<file path="src/design/utf8d_pkg.sv">
`default_nettype none

package utf8d_pkg;

    // fixed field widths
    localparam int BYTE_W  = 8;
    localparam int CP_W    = 21;
    localparam int USED_W  = 3;
    localparam int TOTAL_W = 32;
    localparam int DATA_W  = 56;

    // default width of the character counter
    localparam int COUNT_WIDTH_DEF = 32;

    // replacement character
    localparam logic [CP_W-1:0] REPL_CP = 21'h00FFFD;

    // one result item
    typedef struct packed {
        logic [CP_W-1:0]    code_point;
        logic [USED_W-1:0]  consumed_bytes;
        logic               replaced;
        logic               is_end;
        logic [TOTAL_W-1:0] char_total;
    } item_t;

    // all results caused by one input byte: flushed replacements, then an optional final item
    typedef struct packed {
        logic [1:0] rep_cnt;
        logic       fin_valid;
        item_t      fin;
    } batch_t;

    // continuation bytes that follow a lead, zero when it is no lead
    function automatic logic [1:0] cont_for(input logic [BYTE_W-1:0] lead);
        logic [1:0] n;
        n = 2'd0;
        if ((lead & 8'hE0) == 8'hC0)
        begin
            n = 2'd1;
        end
        else if ((lead & 8'hF0) == 8'hE0)
        begin
            n = 2'd2;
        end
        else if ((lead & 8'hF8) == 8'hF0)
        begin
            n = 2'd3;
        end
        return n;
    endfunction

    // replacement item for one bad byte
    function automatic item_t repl_item();
        item_t it;
        it.code_point     = REPL_CP;
        it.consumed_bytes = 3'd1;
        it.replaced       = 1'b1;
        it.is_end         = 1'b0;
        it.char_total     = '0;
        return it;
    endfunction

endpackage

`default_nettype wire

</file>
<file path="src/design/utf8d_front.sv">
`default_nettype none

module utf8d_front #(
    parameter int COUNT_WIDTH = utf8d_pkg::COUNT_WIDTH_DEF
) (
    input  wire logic                         clk,
    input  wire logic                         rst_n,
    input  wire logic                         load,
    input  wire logic [utf8d_pkg::BYTE_W-1:0] data_byte,
    output utf8d_pkg::batch_t                 batch
);

    logic [utf8d_pkg::BYTE_W-1:0] lead_reg, lead_next;
    logic [utf8d_pkg::BYTE_W-1:0] cont0_reg, cont0_next;
    logic [utf8d_pkg::BYTE_W-1:0] cont1_reg, cont1_next;
    logic [1:0]                   gath_reg, gath_next;
    logic [COUNT_WIDTH-1:0]       counter_reg, counter_next;

    logic [1:0]                   need;
    logic                         is_cont;
    logic [COUNT_WIDTH:0]         sum_a;
    logic [COUNT_WIDTH-1:0]       sat_a;
    logic [COUNT_WIDTH:0]         sum_b;
    logic [COUNT_WIDTH-1:0]       sat_b;
    logic [utf8d_pkg::TOTAL_W-1:0] total;

    // decode of one byte against the pending sequence
    always_comb
    begin
        lead_next  = lead_reg;
        cont0_next = cont0_reg;
        cont1_next = cont1_reg;
        gath_next  = gath_reg;
        batch      = '0;
        need       = utf8d_pkg::cont_for(lead_reg);
        is_cont    = (data_byte[7:6] == 2'b10);

        if (gath_reg != 2'd0 && is_cont && need >= gath_reg)
        begin
            if (gath_reg == need)
            begin
                // sequence complete
                batch.fin_valid          = 1'b1;
                batch.fin.consumed_bytes = {1'b0, need} + 3'd1;
                unique case (need)
                    2'd1:    batch.fin.code_point = {10'd0, lead_reg[4:0], data_byte[5:0]};
                    2'd2:    batch.fin.code_point = {5'd0, lead_reg[3:0], cont0_reg[5:0],
                                                     data_byte[5:0]};
                    default: batch.fin.code_point = {lead_reg[2:0], cont0_reg[5:0],
                                                     cont1_reg[5:0], data_byte[5:0]};
                endcase
                gath_next = 2'd0;
            end
            else
            begin
                // keep gathering
                if (gath_reg == 2'd1)
                begin
                    cont0_next = data_byte;
                end
                else
                begin
                    cont1_next = data_byte;
                end
                gath_next = gath_reg + 2'd1;
            end
        end
        else
        begin
            // flush whatever is pending, then decode the byte afresh as end marker, ASCII, lead or bad byte
            batch.rep_cnt = gath_reg;
            gath_next     = 2'd0;
            if (data_byte == '0)
            begin
                batch.fin_valid  = 1'b1;
                batch.fin.is_end = 1'b1;
            end
            else if (!data_byte[7])
            begin
                batch.fin_valid          = 1'b1;
                batch.fin.code_point     = {13'd0, data_byte};
                batch.fin.consumed_bytes = 3'd1;
            end
            else if (utf8d_pkg::cont_for(data_byte) != 2'd0)
            begin
                lead_next = data_byte;
                gath_next = 2'd1;
            end
            else
            begin
                batch.fin_valid = 1'b1;
                batch.fin       = utf8d_pkg::repl_item();
            end
        end

        // saturating character count
        sum_a = {1'b0, counter_reg} + (COUNT_WIDTH + 1)'(batch.rep_cnt);
        sat_a = sum_a[COUNT_WIDTH] ? '1 : sum_a[COUNT_WIDTH-1:0];
        sum_b = {1'b0, sat_a} + (COUNT_WIDTH + 1)'(batch.fin_valid && !batch.fin.is_end);
        sat_b = sum_b[COUNT_WIDTH] ? '1 : sum_b[COUNT_WIDTH-1:0];

        if (batch.fin.is_end)
        begin
            batch.fin.char_total = total;
            counter_next         = '0;
        end
        else
        begin
            counter_next = sat_b;
        end
    end

    // reported total saturates to the field width
    generate
        if (COUNT_WIDTH > utf8d_pkg::TOTAL_W)
        begin : g_wide
            assign total = (|sat_a[COUNT_WIDTH-1:utf8d_pkg::TOTAL_W]) ? '1
                         : sat_a[utf8d_pkg::TOTAL_W-1:0];
        end
        else if (COUNT_WIDTH == utf8d_pkg::TOTAL_W)
        begin : g_equal
            assign total = sat_a;
        end
        else
        begin : g_narrow
            assign total = {{(utf8d_pkg::TOTAL_W - COUNT_WIDTH){1'b0}}, sat_a};
        end
    endgenerate

    // sequence state
    always_ff @(posedge clk or negedge rst_n)
    begin
        if (!rst_n)
        begin
            lead_reg    <= '0;
            gath_reg    <= 2'd0;
            counter_reg <= '0;
        end
        else if (load)
        begin
            lead_reg    <= lead_next;
            gath_reg    <= gath_next;
            counter_reg <= counter_next;
        end
    end

    // continuation bytes, read only once written
    always_ff @(posedge clk)
    begin
        if (load)
        begin
            cont0_reg <= cont0_next;
            cont1_reg <= cont1_next;
        end
    end

endmodule

`default_nettype wire

</file>
<file path="src/design/utf8d_out.sv">
`default_nettype none

module utf8d_out (
    input  wire logic              clk,
    input  wire logic              rst_n,
    input  wire logic              load,
    input  wire utf8d_pkg::batch_t batch_in,
    output logic                   batch_free,
    output logic                   out_valid,
    input  wire logic              out_ready,
    output utf8d_pkg::item_t       out_item
);

    logic [1:0]        rep_reg, rep_next;
    logic              fin_valid_reg, fin_valid_next;
    utf8d_pkg::item_t  fin_reg, fin_next;
    logic              out_valid_reg, out_valid_next;
    utf8d_pkg::item_t  out_reg, out_next;

    utf8d_pkg::batch_t src;
    logic              out_free;

    assign batch_free = (rep_reg == 2'd0) && !fin_valid_reg;
    assign out_free   = !out_valid_reg || out_ready;
    assign out_valid  = out_valid_reg;
    assign out_item   = out_reg;

    // pick the next item: pending batch first, else the byte decoded this cycle
    always_comb
    begin
        if (!batch_free)
        begin
            src.rep_cnt   = rep_reg;
            src.fin_valid = fin_valid_reg;
            src.fin       = fin_reg;
        end
        else if (load)
        begin
            src = batch_in;
        end
        else
        begin
            src = '0;
        end

        rep_next       = src.rep_cnt;
        fin_valid_next = src.fin_valid;
        fin_next       = src.fin;
        out_valid_next = out_valid_reg;
        out_next       = out_reg;

        if (out_free)
        begin
            out_valid_next = (src.rep_cnt != 2'd0) || src.fin_valid;
            if (src.rep_cnt != 2'd0)
            begin
                out_next = utf8d_pkg::repl_item();
                rep_next = src.rep_cnt - 2'd1;
            end
            else
            begin
                out_next       = src.fin;
                fin_valid_next = 1'b0;
            end
        end
    end

    // control
    always_ff @(posedge clk or negedge rst_n)
    begin
        if (!rst_n)
        begin
            rep_reg       <= 2'd0;
            fin_valid_reg <= 1'b0;
            out_valid_reg <= 1'b0;
        end
        else
        begin
            rep_reg       <= rep_next;
            fin_valid_reg <= fin_valid_next;
            out_valid_reg <= out_valid_next;
        end
    end

    // payload
    always_ff @(posedge clk)
    begin
        fin_reg <= fin_next;
        out_reg <= out_next;
    end

endmodule

`default_nettype wire

</file>
<file path="src/design/utf8_stream_decoder.sv">
// a byte's first result is registered at the output, or batch-held while stalled
// throughput: one byte per cycle while m_tready is high and each byte yields
//   at most one result; extra results go out on successive beats while a batch
//   register holds the remainder and input is held until it drains
// reset: asynchronous active-low, clears the pending sequence, count and outputs
`default_nettype none

module utf8_stream_decoder #(
    parameter int COUNT_WIDTH = utf8d_pkg::COUNT_WIDTH_DEF
) (
    input  wire logic                          clk,
    input  wire logic                          rst_n,
    input  wire logic                          s_tvalid,
    output logic                               s_tready,
    input  wire logic [7:0]                    s_tdata,  // [7:0] data_byte
    output logic                               m_tvalid,
    input  wire logic                          m_tready,
    output logic [utf8d_pkg::DATA_W-1:0]       m_tdata,  // [20:0] code_point,
                                                          // [23:21] consumed_bytes,
                                                          // [55:24] char_total
    output logic                               m_tuser,  // [0] replaced
    output logic                               m_tlast   // is_end
);

    logic              load;
    logic              batch_free;
    utf8d_pkg::batch_t batch;
    utf8d_pkg::item_t  item;

    assign s_tready = batch_free;
    assign load     = s_tvalid && batch_free;

    utf8d_front #(
        .COUNT_WIDTH (COUNT_WIDTH)
    ) u_front (
        .clk       (clk),
        .rst_n     (rst_n),
        .load      (load),
        .data_byte (s_tdata),
        .batch     (batch)
    );

    utf8d_out u_out (
        .clk        (clk),
        .rst_n      (rst_n),
        .load       (load),
        .batch_in   (batch),
        .batch_free (batch_free),
        .out_valid  (m_tvalid),
        .out_ready  (m_tready),
        .out_item   (item)
    );

    // output beat packing
    assign m_tdata = {item.char_total, item.consumed_bytes, item.code_point};
    assign m_tuser = item.replaced;
    assign m_tlast = item.is_end;

    // end beat carries no code point and no byte count and is not marked replaced
    a_end_clean: assert property (@(posedge clk) disable iff (!rst_n)
        m_tvalid && m_tlast |-> m_tdata[23:0] == 24'd0 && !m_tuser)
        else $error("end beat carries code point or byte count");

    // total is only reported on the end beat
    a_total_end_only: assert property (@(posedge clk) disable iff (!rst_n)
        m_tvalid && !m_tlast |-> m_tdata[55:24] == 32'd0)
        else $error("char_total set on a non-end beat");

    // replacement beats always carry U+FFFD and consume a single byte
    a_repl_form: assert property (@(posedge clk) disable iff (!rst_n)
        m_tvalid && m_tuser |-> m_tdata[20:0] == utf8d_pkg::REPL_CP
                             && m_tdata[23:21] == 3'd1)
        else $error("malformed replacement beat");

    // after a terminating zero byte is accepted, m_tvalid is always high in the next cycle
    a_zero_yields: assert property (@(posedge clk) disable iff (!rst_n)
        s_tvalid && s_tready && s_tdata == 8'd0 |=> m_tvalid)
        else $error("zero byte produced no result");

endmodule

`default_nettype wire
</file>
<file path="config.mk">
export PLATFORM = sky130hd
export DESIGN_NAME = utf8_stream_decoder
export DESIGN_NICKNAME = d
export VERILOG_FILES = /design/src/design/utf8d_pkg.sv /design/src/design/utf8d_front.sv /design/src/design/utf8d_out.sv /design/src/design/utf8_stream_decoder.sv
export SDC_FILE = /design/constraint.sdc
export NUM_CORES = 1
export LEC_CHECK = 0
export BUFFER_PORTS_ARGS = -buffer_cell sky130_fd_sc_hd__buf_2
export CELL_PAD_IN_SITES_DETAIL_PLACEMENT = 0
export CELL_PAD_IN_SITES_GLOBAL_PLACEMENT = 1
export CORE_ASPECT_RATIO = 0.7
export CORE_MARGIN = 8
export CORE_UTILIZATION = 45
export DETAILED_ROUTE_END_ITERATION = 8
export PLACE_DENSITY_LB_ADDON = 0.2
export RECOVER_POWER = 25
export SLEW_MARGIN = 10
export SYNTH_ARGS = -nofsm -noshare
export SYNTH_HDL_FRONTEND = slang
export SYNTH_SLANG_ARGS = --single-unit
</file>
<file path="constraint.sdc">
create_clock -name clk -period 15.3 [get_ports clk]
set_clock_uncertainty 0.2 [all_clocks]
set_input_delay 1.53 -clock clk [delete_from_list [all_inputs] [get_ports clk]]
set_output_delay 1.53 -clock clk [all_outputs]
set_load 0.02 [all_outputs]
</file>
==> impl_table.tex <==
\begin{tabular}{lr}
\hline
Metric & Value \\
\hline
\multicolumn{2}{l}{\textbf{Clock network}} \\
CTS tree & yes \\
Sinks on Clock Net & roughly 170 \\
CTS Hold Bufs & 0 \\
Clock network latency to the later pin of the worst-skew pair & 430 ps \\
Number of buffers inserted to repair setup after CTS & 0 \\
H-tree level count & 4 \\
Quantity of gates resized following cts & 0 \\
CTS clk-pin slew, worst paths & 80 ps \\
Root buffer cell & clkbuf\_16 \\
CTS Buffer Depth & 2 \\
Number of buffers created by CTS & 17 \\
\multicolumn{2}{l}{\textbf{Yosys}} \\
Syn\_nets & 904 \\
Sequential fraction of the synthesis area & 51.6\% \\
Synth Area in Adders & under 10\% \\
Register bit count reported by yosys & 174 \\
Largest family of logic cells by synthesized area & simple AND/OR/NAND/NOR gates \\
Cell with the most instances after synthesis & nand2\_1 \\
Number of flops mapped to enable cells by yosys & 70 \\
Leading area contributor after synthesis & edfxtp\_1 \\
Top cells by area in the synthesized netlist & edfxtp\_1 (25\%), dfxtp\_1 (14\%), dfrtp\_1 (13\%) \\
Yosys synthesis warning count & 0 \\
Leading cell types by count after synthesis & nand2\_1 (117), edfxtp\_1 (70), dfxtp\_1 (58) \\
Distinct cells, synth & 68 \\
Simple-Gate Fraction of Synth Area & approximately 22\% \\
Cell Area, Synth & 8550 µm² \\
Average footprint of a synthesized cell & 9.69 µm² \\
Share of the synthesized area in compound gates (AO/OA/AOI/OAI) & 18.0\% \\
Multiplexer share of the synthesized area & around 1.5\% \\
Xor and xnor area share after synthesis & 1.95\% \\
Area share of the leading cell type in the synthesized netlist & 24.6\% \\
Post-Synthesis Cells & 883 \\
Share of async-settable or async-resettable flops after synthesis & 26.4\% \\
Main flop type after synthesis & edfxtp\_1 \\
\multicolumn{2}{l}{\textbf{Routing}} \\
Vias after detailed routing & just over 7k \\
First-iteration detailed-routing DRC count & 786 \\
\# DRC & 0 \\
Final Routed Wirelength & 25100 µm \\
Final ANT Viol Nets & 0 \\
Number of optimization iterations in the first detailed-route pass & 6 \\
Vias per Instance & between 6 and 7 \\
Routed wire per std cell & 21.1 µm \\
\multicolumn{2}{l}{\textbf{Placement}} \\
Post-place setup slack & 8410 ps \\
Post-DP Area & 9120 µm² \\
Post-placement cell count & 1159 \\
Count of input and output buffers & 71 \\
Last weighted congestion value of the routability-driven placer & about 0.9 \\
Final HPWL from detailed placement & 17500 µm \\
\multicolumn{2}{l}{\textbf{Critical path}} \\
Worst endpoint required time & around 15000 ps \\
Start point of the critical path & u\_front.lead\_reg[6] \\
Critical Path Max Stage Delay & between 900 and 1000 ps \\
Cell with the largest stage delay on the worst path & and2\_0 \\
Critical path startpoint category & flop \\
Worst-path maximum fanout & 15 \\
R2R Path Start & u\_front.lead\_reg[6] \\
Crit path cell chain & nand2\_1 > nor2\_1 > nor2\_1 > ha\_1 > nand2b\_1 > a21oi\_1 > nor4b\_2 > buf\_4 > nor2\_1 > ha\_1 > fa\_1 > and3\_1 > a2111oi\_0 > o21ai\_0 > nor4\_1 > buf\_4 > a41oi\_1 > a2111oi\_4 > and2\_0 > o21ai\_0 > o21ai\_0 \\
Class of the most critical setup path & flop to flop \\
Crit path DAT & 7090 ps \\
Sort of element at the end of the critical path & flop \\
\multicolumn{2}{l}{\textbf{Worst hold path}} \\
Hold Path Class & flop to flop \\
Start point of the worst min-delay path & u\_out.fin\_reg[4] \\
\multicolumn{2}{l}{\textbf{Floorplan}} \\
Die Footprint & about 24000 µm² \\
Number of primary I/O pins & 72 \\
Width of the die & 181 µm \\
Area of the core region & 18800 µm² \\
Number of core rows & 42 \\
Height of the die & 131 µm \\
Initial Util & between 40 and 50\% \\
\multicolumn{2}{l}{\textbf{Global routing}} \\
Maximum number of pins on one net before global-route repair & 59 \\
Initial antenna violation count & 0 \\
Global router's overall resource usage & 20.9\% \\
Number of global-route vias before repair & 6602 \\
Most Crowded Layer GR & met1 \\
Congestion Overflow GR & 0 \\
Met3 track utilization from global routing & under 10\% \\
Met2 global-route usage & 28.0\% \\
First-pass GRT wire length & 39400 µm \\
M1 GR Usage & approximately 33\% \\
\multicolumn{2}{l}{\textbf{STA}} \\
Slew Limit Fails & 47 \\
Highest attainable clock frequency & roughly 140 MHz \\
Total of endpoints with negative setup slack in the final report & 0 \\
Tightest Pin Transition & around 2800 ps \\
Period Utilization, post-route & $\sim$45\% \\
Final critical-path required period & 6950 ps \\
Unrepaired setup endpoints after global routing & no \\
Relative slew slack & -85.3\% \\
Total Neg Setup Slack & 0 ps \\
Final hold vios & 0 \\
Final worst-path setup slack & 8350 ps \\
\multicolumn{2}{l}{\textbf{Final layout}} \\
Count of nets after finishing & around 960 \\
Diodes inserted & 0 \\
Final std cells w/o fill & 1191 \\
Area growth from synthesis to layout & 13.0\% \\
Share of layout cells above drive strength 1 & 13.2\% \\
Post-Layout Inst Area & 9670 µm² \\
Number of filler instances in the final layout & 1732 \\
\multicolumn{2}{l}{\textbf{Status}} \\
Status & complete, but fails checks \\
Failing checks & max-capacitance violations, max-slew violations \\
\multicolumn{2}{l}{\textbf{Power}} \\
P per Cell Area & 165 nW/µm² \\
Peak supply drop & 0.123 mV \\
Static leakage & between 3 and 4 nW \\
\multicolumn{2}{l}{\textbf{Job}} \\
Max Cap Viol & 1 \\
\hline
\end{tabular}
worst paths after layout:
check | endpoint | slack [ps] | depth (start not counted)
max reg2reg | u_front.counter_reg[11] | 8350 | 21
max in group asynchronous | u_front.counter_reg[10] | 11440 | 2
max | u_front.counter_reg[11] | 8350 | 21
min | u_out.fin_reg[4] | 240 | 2
min in group asynchronous | u_front.counter_reg[31] | 1870 | 2
min reg2reg | u_out.fin_reg[4] | 240 | 2
where the power goes:
part | switching, mW | total (mW) | internal, mW
registers | 0.0628 | 0.660 | 0.597
clock network | 0.218 | 0.439 | 0.221
logic | 0.346 | 0.494 | 0.148
placed cells by master (no fill, tap or decap), types with 12 or more instances in the layout:
| cell type | count |
|---|---|
| dfrtp_1 | 46 |
| or2_2 | 15 |
| edfxtp_1 | 70 |
| a21oi_1 | 46 |
| a22o_1 | 35 |
| clkbuf_16 | 17 |
| o21ai_0 | 55 |
| nor3_1 | 20 |
| buf_2 | 48 |
| clkbuf_1 | 24 |
| and2_1 | 48 |
| nand3_1 | 39 |
| nor2_1 | 52 |
| nand4_1 | 18 |
| dfxtp_1 | 58 |
| a21o_1 | 17 |
| nand2_1 | 116 |
| nor4_1 | 12 |
| inv_1 | 16 |
area by class of cell:
type | instances | area [µm²] | area share [%]
Clock buffer | 17 | 425 | 4.40
Clock inverter | 15 | 164 | 1.69
Inverter | 16 | 60.1 | 0.621
Multi-Input combinational cell | 644 | 3890 | 40.2
Sequential cell | 174 | 4410 | 45.6
Tap cell | 242 | 303 | 3.13
Timing Repair Buffer | 83 | 413 | 4.27
worst max-delay path: cells and delay by family (launching register included):
kind	cells	cell delay, ps
flip-flops	1	360
AND/OR/NAND/NOR	9	2640
adder cells (fa/ha/maj)	3	1040
buffers and inverters	2	480
AO/OA/AOI/OAI	7	2150
metal layers:
layer / up-vias / wire length (µm) / part of all wire (%)
li1: 3359 / - / -
met1: 3504 / 12600 / 50
met2: 317 / 10100 / 40
met3: 23 / 2170 / 8.7
met4: 0 / 236 / 0.94
met5: - / 0 / 0
logic make-up (layout without fill, tap and decap cells):
kind of cell,after synthesis,in the layout
buf+inv,65,131
mux,12,12
simple gates,374,374
xor+xnor,19,19
flops,174,174
compound gates,230,230
fa+ha+maj,9,9
per-stage QoR:
step,power (mW),utilization [%],hold WS (ps)
after CTS,1.60,51.7,242
after global routing,1.68,51.5,255
final,1.59,51.5,240
after detailed placement,1.16,48.6,225
after floorplan,1.00,-,210
after global placement,1.16,48.6,219
(Power assumes the default switching activity.)
